### src/rtl/stq_pkg.sv
// Shared types and constants of the sorted timer queue.
package stq_pkg;

  localparam int NUM_TIMERS_DEF = 32;
  localparam int MAX_OUT        = 32;
  localparam int OUT_CNT_W      = 6;

  localparam int FUNC_W  = 3;
  localparam int SLOT_W  = 5;
  localparam int OWNER_W = 8;
  localparam int DATA_W  = 32;
  localparam int KIND_W  = 2;
  localparam int IN_W    = 80;
  localparam int OUT_W   = 48;

  localparam logic [FUNC_W-1:0] FUNC_TICK       = 3'd0;
  localparam logic [FUNC_W-1:0] FUNC_ALLOC      = 3'd1;
  localparam logic [FUNC_W-1:0] FUNC_SETUP      = 3'd2;
  localparam logic [FUNC_W-1:0] FUNC_ARM        = 3'd3;
  localparam logic [FUNC_W-1:0] FUNC_CANCEL     = 3'd4;
  localparam logic [FUNC_W-1:0] FUNC_FREE       = 3'd5;
  localparam logic [FUNC_W-1:0] FUNC_CANCEL_ALL = 3'd6;

  localparam logic [KIND_W-1:0] KIND_STATUS  = 2'd0;
  localparam logic [KIND_W-1:0] KIND_DELIVER = 2'd1;
  localparam logic [KIND_W-1:0] KIND_TASK    = 2'd2;
  localparam logic [KIND_W-1:0] KIND_BAD     = 2'd3;

  localparam logic [1:0] ST_FREE  = 2'd0;
  localparam logic [1:0] ST_ALLOC = 2'd1;
  localparam logic [1:0] ST_RUN   = 2'd2;

  typedef enum logic [3:0] {
    S_IDLE,
    S_EXEC,
    S_ARM_INS,
    S_ALLOC,
    S_CANCEL_ALL,
    S_POP,
    S_TS,
    S_FIN,
    S_STATUS
  } stq_state_t;

  // Chain operation broadcast to every cell; at most one bit set.
  typedef struct packed {
    logic ins;
    logic rem;
  } stq_chain_ctrl_t;

endpackage

### src/rtl/stq_cell.sv
// One position of the sorted expiry list.
module stq_cell #(
  parameter int SW = 5
) (
  input  logic                   clk,
  input  logic                   rst,
  input  stq_pkg::stq_chain_ctrl_t ctrl,
  input  logic [SW-1:0]          new_id,
  input  logic [31:0]            new_exp,
  input  logic [SW-1:0]          rem_id,
  input  logic                   left_valid,
  input  logic [SW-1:0]          left_id,
  input  logic [31:0]            left_exp,
  input  logic                   right_valid,
  input  logic [SW-1:0]          right_id,
  input  logic [31:0]            right_exp,
  input  logic                   ins_in,
  input  logic                   rem_in,
  output logic                   valid,
  output logic [SW-1:0]          id,
  output logic [31:0]            exp,
  output logic                   ins_out,
  output logic                   rem_out
);
  import stq_pkg::*;

  logic          ins_here;
  logic          valid_next;
  logic [SW-1:0] id_next;
  logic [31:0]   exp_next;

  // New entry goes ahead of any entry with an equal expiry.
  assign ins_here = !valid || (exp >= new_exp);
  assign ins_out  = ins_here;
  assign rem_out  = rem_in || (valid && (id == rem_id));

  always_comb begin
    valid_next = valid;
    id_next    = id;
    exp_next   = exp;
    if (ctrl.ins) begin
      if (ins_in) begin
        valid_next = left_valid;
        id_next    = left_id;
        exp_next   = left_exp;
      end else if (ins_here) begin
        valid_next = 1'b1;
        id_next    = new_id;
        exp_next   = new_exp;
      end
    end else if (ctrl.rem && rem_out) begin
      valid_next = right_valid;
      id_next    = right_id;
      exp_next   = right_exp;
    end
  end

  always_ff @(posedge clk) begin
    if (rst) begin
      valid <= 1'b0;
    end else begin
      valid <= valid_next;
    end
  end

  always_ff @(posedge clk) begin
    id  <= id_next;
    exp <= exp_next;
  end

endmodule

### src/rtl/stq_chain.sv
// Row of list cells; insert shifts right, remove shifts left.
module stq_chain #(
  parameter int NUM_TIMERS = 32,
  parameter int SW = 5
) (
  input  logic                     clk,
  input  logic                     rst,
  input  stq_pkg::stq_chain_ctrl_t ctrl,
  input  logic [SW-1:0]            new_id,
  input  logic [31:0]              new_exp,
  input  logic [SW-1:0]            rem_id,
  output logic                     head_valid,
  output logic [SW-1:0]            head_id,
  output logic [31:0]              head_exp
);
  import stq_pkg::*;

  logic          c_valid [NUM_TIMERS+1];
  logic [SW-1:0] c_id    [NUM_TIMERS+1];
  logic [31:0]   c_exp   [NUM_TIMERS+1];
  logic          c_ins   [NUM_TIMERS+1];
  logic          c_rem   [NUM_TIMERS+1];

  // Past the tail: empty entry.
  assign c_valid[NUM_TIMERS] = 1'b0;
  assign c_id[NUM_TIMERS]    = '0;
  assign c_exp[NUM_TIMERS]   = '0;
  assign c_ins[NUM_TIMERS]   = 1'b0;
  assign c_rem[NUM_TIMERS]   = 1'b0;

  for (genvar i = 0; i < NUM_TIMERS; i++) begin : g_cell
    logic          l_valid;
    logic [SW-1:0] l_id;
    logic [31:0]   l_exp;
    logic          l_ins;
    logic          l_rem;
    if (i == 0) begin : g_head
      assign l_valid = 1'b0;
      assign l_id    = '0;
      assign l_exp   = '0;
      assign l_ins   = 1'b0;
      assign l_rem   = 1'b0;
    end else begin : g_body
      assign l_valid = c_valid[i-1];
      assign l_id    = c_id[i-1];
      assign l_exp   = c_exp[i-1];
      assign l_ins   = c_ins[i-1];
      assign l_rem   = c_rem[i-1];
    end
    stq_cell #(.SW(SW)) u_cell (
      .clk        (clk),
      .rst        (rst),
      .ctrl       (ctrl),
      .new_id     (new_id),
      .new_exp    (new_exp),
      .rem_id     (rem_id),
      .left_valid (l_valid),
      .left_id    (l_id),
      .left_exp   (l_exp),
      .right_valid(c_valid[i+1]),
      .right_id   (c_id[i+1]),
      .right_exp  (c_exp[i+1]),
      .ins_in     (l_ins),
      .rem_in     (l_rem),
      .valid      (c_valid[i]),
      .id         (c_id[i]),
      .exp        (c_exp[i]),
      .ins_out    (c_ins[i]),
      .rem_out    (c_rem[i])
    );
  end

  assign head_valid = c_valid[0];
  assign head_id    = c_id[0];
  assign head_exp   = c_exp[0];

endmodule

### config.mk
export PLATFORM = sky130hd
export DESIGN_NAME = stq_chain
export DESIGN_NICKNAME = d
export VERILOG_FILES = /design/src/rtl/stq_pkg.sv /design/src/rtl/stq_cell.sv /design/src/rtl/stq_chain.sv
export SDC_FILE = /design/constraint.sdc
export NUM_CORES = 2
export LEC_CHECK = 0
export ABC_AREA = 1
export BUFFER_PORTS_ARGS = -buffer_cell sky130_fd_sc_hd__clkbuf_2
export CORE_MARGIN = 2
export CORE_UTILIZATION = 45
export DETAILED_ROUTE_END_ITERATION = 8
export PLACE_DENSITY = 0.67
export SYNTH_ARGS = -nofsm -noshare
export SYNTH_HDL_FRONTEND = slang
export SYNTH_SLANG_ARGS = --single-unit
### constraint.sdc
create_clock -name clk -period 7.05 [get_ports clk]
set_input_delay 1.41 -clock clk [delete_from_list [all_inputs] [get_ports clk]]
set_output_delay 1.41 -clock clk [all_outputs]
set_load 0.05 [all_outputs]
Word level (Yosys, flattened, before mapping):

Cells that the tools add are included.

* flip-flop bits (word level): 1216
* input port bits: 46
* output and inout bits: 38

* order comparisons: 32
* equality and inequality tests: 64
* multiplexer cells: 381
* reductions and logical operators: 223

Operators by type and width (count)
* $mux 32: 127
* $ge 32x32->1: 32
* $mux 5: 127
* $eq 5x5->1: 32
* $mux 1: 127
* $ne 3x1->1 const B: 31
* $logic_and 1x1->1: 64
* $reduce_and 2->1: 32
* $reduce_bool 2->1: 32
* $logic_or 1x1->1: 63
* $logic_not 1->1: 32
* $ne 2x1->1 const B: 1

Longest topological paths before layout:

* depth in word-level cells: 36
* gate-level depth with buffers: 26
* mapped depth without buffers: 25

By module:

From an unflattened synthesis, not the netlist that was laid out.

* cell total of the unflattened synthesis: 11169
* area, all modules: 92012.0 µm²

Modules (own cells, without submodules)
* stq_cell: times used 32, cells each 349, area each 2875.3 µm², sequential area each 1131.1 µm²
* stq_chain: times used 1, cells each 1, area each 3.8 µm², sequential area each 0.0 µm²

Worst setup path before layout:

Ideal clock, no wire load.

* kind: input port to flip-flop
* start point: in new_exp[1]
* end point: reg g_cell[16].u_cell.valid
* setup time: 0.086 ns
* data arrival time: 5.654 ns
* path slack: 1.310 ns
* cell stages on the path: 16
* cells stage by stage: inv_1 ha_1 a21oi_1 nand2_1 nand3_1 nand2_1 a21oi_1 o211ai_1 a21oi_1 o21bai_1 a21oi_1 o41ai_1 nor2_1 a21oi_1 o21ai_0 a31oi_1

* longest elaborated chain between the ends: 4

Ends and longest elaborated chain
* from (decl): line stq_chain.sv:10 `input logic [31:0] new_exp,`
* $ge 32x32->1: line stq_cell.sv:33 `assign ins_here = !valid || (exp >= new_exp);`
* $logic_or 1x1->1: line stq_cell.sv:33
* $ne 3x1->1 (no source line) or $mux 1 (tied branches)
* $reduce_and 2->1 (no source line) or $mux 1 (tied branches)
* to (signal assigned): line stq_cell.sv:62 `valid <= valid_next;`
* to (decl): line stq_cell.sv:19 `output logic valid,`

Parallel ways exist; a longest one is shown, timed or not.
A chain may end at the register's enable or synchronous reset.

Worst setup path in the final report:

* start point: in new_exp[28]
* end point: reg g_cell[21].u_cell.valid

* longest elaborated chain between the ends: 4

Ends and longest elaborated chain (line)
* $ge 32x32->1: stq_cell.sv:33
* $logic_or 1x1->1: stq_cell.sv:33
* $ne 3x1->1 (no source line) or $mux 1 (tied branches)
* $reduce_and 2->1 (no source line) or $mux 1 (tied branches)
* to (signal assigned): stq_cell.sv:62
* to (decl): stq_cell.sv:19

Parallel ways exist; a longest one is shown, timed or not.

==> metrics.md <==
| Metric | Value |
|---|---|
| Grt total ovfl | 0 |
| Worst vdd ir | 0.2564 mV |
| Post-CTS Setup Inserts | 0 |
| Core ar. | 189800 sq um |
| P&R area growth vs syn | 8.918% |
| Register bit total from synthesis | 1216 |
| Avg Cell Area, Syn | 8.548 sq um |
| Reg-to-Reg End | g_cell[21].u_cell.valid |
| CTS tree | yes |
| Worst-margin pin slew | ~1300 ps |
| Mapped Nets | roughly 11000 |
| Die footprint | between 150000 and 200000 sq um |
| Switching share of power | 0.3413 |
| GR Util All Layers | 0.2522 |
| Final core occ | 0.4927 |
| Slowest stage delay, CP | 960 ps |
| Pint | approximately 16 mW |
| Starting Density | 0.4524 |
| Final Hold Fails | 0 |
| Ports | 84 |
| Synth Instances | about 10000 |
| Register share of total power | 0.425 |
| Largest net degree at the start of global routing | approximately 230 |
| Predominant post-synthesis flop cell | edfxtp_1 |
| Crit path capture type | flip-flop |
| R2r setup slk | 1970 ps |
| Setup_tns | 0 ps |
| Seq/Total Area, Yosys | 0.4216 |
| Vias in the first global route | around 71000 |
| Pwr dens | 259.9 nW/um^2 |
| Crit path from | new_exp[28] |
| Reg2reg path depth | 13 |
| Antenna violations before repair | 2 |
| Global-route wire length before repair | 392.8 mm |
| # clock sinks | roughly 1200 |
| RSZ-0062 raised after global routing | false |
| Routed vias | between 70000 and 80000 |
| Ys async rst share | 0 |
| Clk slew on worst S/H paths | approximately 60 ps |
| Most Frequent Cell on Critical Path | buf_4 |
| Post-synth EDFFs | ~1200 |
| Die Wd | between 400 and 500 um |
| Worst clock skew | about 33 ps |
| IO Port Bufs | between 80 and 90 |
| Root buf cell | clkbuf_16 |
| Rel. slew slack | 0.1341 |
| Library cells used by synthesis | 60 |
| Clock group share of total power | 0.301 |
| Clock latency on the worst-skew pair | slightly above 800 ps |
| DR DRC count | 0 |
| Max clock buf depth | 3 |
| Wire per inst | 20.33 um |
| Type of the worst setup path | in -> reg |
| Vias per cell | a little under 6 |
| CP Data Required Time | 7750 ps |
| Startpoint type of the worst setup path | input pin |
| Nets | around 11000 |
| DRT Pass-1 Iters | 6 |
| Comb power frac | 0.274 |
| Post-DP HPWL | roughly 190 mm |
| Leak | just under 40 nW |
| F_max | about 150 MHz |
| DRT iter0 DRCs | roughly 7100 |
| Max capacitance violation total | 0 |
| GP Congestion | roughly 0.91 |
| CP Cell Sequence | clkbuf_2 -> buf_4 -> inv_1 -> buf_4 -> ha_1 -> nand4_1 -> nor4_1 -> buf_4 -> inv_1 -> nor4_1 -> nand4_1 -> nand3_2 -> nor3_1 -> a21oi_4 -> buf_4 -> o21ai_0 -> a31oi_1 |
| CP max stage cell | nor4_1 |
| Filler cell count | 17780 |
| YS warnings | 0 |
| Final WL | approximately 250 mm |
| Post-Syn Area | between 80000 and 90000 sq um |
| CP Max Fanout | 39 |
| Hold_buf cts | 0 |
| Sw Pwr | 8.293 mW |
| Worst setup endpoint | g_cell[21].u_cell.valid |
| # rows | between 150 and 200 |
| Final period util | 0.9399 |
| Status | completed |
| Total CTS buffers | approximately 140 |
| Hold crit path type | reg -> reg |
| Final count of pins violating max slew | 0 |
| Critical path arrival | ~7300 ps |
| Fin crit period | 6627 ps |
| H-tree depth | 4 |
| Post-route ant nets | 0 |
| Die Ht | between 400 and 500 um |
| RR Startpoint | g_cell[20].u_cell.exp[31] |
| Cts repair resizes | 0 |
| Setup violations, final | 0 |
| Layout cell share with drive strength beyond 1 | 0.05765 |
==> flip-flops by register name (all words and copies together) (netlist names) <==
| name | count |
|---|---|
| g_cell.u_cell.exp | 1024 |
| g_cell.u_cell.id | 160 |
| g_cell.u_cell.valid | 32 |
==> metal layers <==
metal  track usage  wire [um]  up-vias
met1        0.3343     107700    34210
met2        0.4190     117700     2654
met5             0          0        -
li1              -          -    35470
met3       0.02723      16300      429
met4        0.1057      10810        0
==> critical path: cells and delay by family <==
family | cells | cell delay, ps
adder cells (fa/ha/maj) | 1 | 300
AO/OA/AOI/OAI | 3 | 520
buffers and inverters | 7 | 2110
AND/OR/NAND/NOR | 6 | 2950
==> worst min-delay path by stage <==
stage	from	end	slack [ps]	cells past startpoint
final	g_cell[26].u_cell.valid	g_cell[26].u_cell.valid	500	2
after global routing	g_cell[26].u_cell.valid	g_cell[26].u_cell.valid	530	2
after CTS	g_cell[22].u_cell.valid	g_cell[21].u_cell.valid	500	2
after detailed placement	g_cell[22].u_cell.valid	g_cell[21].u_cell.valid	490	2
after global placement	g_cell[26].u_cell.valid	g_cell[26].u_cell.valid	490	2
after floorplan	g_cell[26].u_cell.valid	g_cell[26].u_cell.valid	460	2
==> layout by cell type (no fill, tap or decap), types with 86 or more instances in the layout <==
cell type  instances
o21ai_0         2444
a21oi_1         1655
inv_1           1406
edfxtp_1        1184
ha_1            1024
nand2_1          701
buf_4            179
nor2_1           175
clkbuf_16        146
nand3_1           86
==> metrics by stage <==
| stage | power [mW] | hold slack (ps) | setup WS, ps | instance area (sq um) | instances |
|---|---|---|---|---|---|
| after floorplan | 14.90 | 460.7 | 1310 | 85850 | 10040 |
| after detailed placement | 17.04 | 489.5 | -343.8 | 89050 | 12150 |
| after CTS | 24.36 | 497.9 | 491.9 | 93500 | 12420 |
| after global placement | 16.70 | 488.8 | -246.0 | 89040 | 12150 |
| final | 24.30 | 495.6 | 423.4 | 93510 | 12420 |
| after global routing | 25.72 | 527.1 | 222.9 | 93500 | 12420 |
==> kinds of logic (layout without fill, tap and decap cells) <==
kind of cell               count (synthesis)  count (layout)  share of synthesized area
AOI/OAI and AO/OA                       4476            4476                     0.2727
xor gates and xnor gates                  19              19                   0.001938
adders and majority gates               1024            1024                     0.1492
buffers and inverters                   2115            1975                    0.09470
DFF                                     1216            1216                     0.4216
other                                      0               4                          0
and+or+nand+nor                         1194            1194                    0.05987
==> synth_stat cells, types with 17 or more instances <==
| master | n | share of area |
|---|---|---|
| clkbuf_1 | 533 | 0.023 |
| a21oi_1 | 1665 | 0.097 |
| a31oi_1 | 20 | 0.0015 |
| inv_1 | 1409 | 0.062 |
| a211oi_1 | 36 | 0.0031 |
| nor2_1 | 178 | 0.0078 |
| o221ai_1 | 28 | 0.0029 |
| nand2_1 | 705 | 0.031 |
| edfxtp_1 | 1184 | 0.41 |
| buf_4 | 39 | 0.0034 |
| o22ai_1 | 61 | 0.0044 |
| nand4_1 | 83 | 0.0060 |
| o21ai_0 | 2444 | 0.14 |
| nand3_1 | 106 | 0.0062 |
| ha_1 | 1024 | 0.15 |
| nor3_1 | 69 | 0.0040 |
| a221oi_1 | 57 | 0.0058 |
| o31ai_1 | 33 | 0.0029 |
| o211ai_1 | 34 | 0.0030 |
| buf_1 | 118 | 0.0052 |
| o21a_1 | 17 | 0.0015 |
| dfxtp_1 | 32 | 0.0075 |
==> cell type report <==
type | count | area [sq um] | share of cell area
clock inverters | 73 | 613.1 | 0.006557
inverters | 1413 | 5316 | 0.05685
diodes | 4 | 10.01 | 0.0001070
clock buffers | 189 | 3835 | 0.04101
multi-input cells | 6713 | 41880 | 0.4478
flip-flops and latches | 1216 | 36190 | 0.3871
well taps | 2511 | 3142 | 0.03360
repair buffers | 300 | 2520 | 0.02695
==> power by group through the flow <==
stage,clock network (mW),logic (mW),registers (mW)
after global routing,7.69,7.57,10.5
final,7.33,6.66,10.3
after detailed placement,0,6.58,10.5
after global placement,0,6.31,10.4
after CTS,7.43,6.61,10.3
after floorplan,0,4.64,10.3
Power figures use the tool's default switching activity.
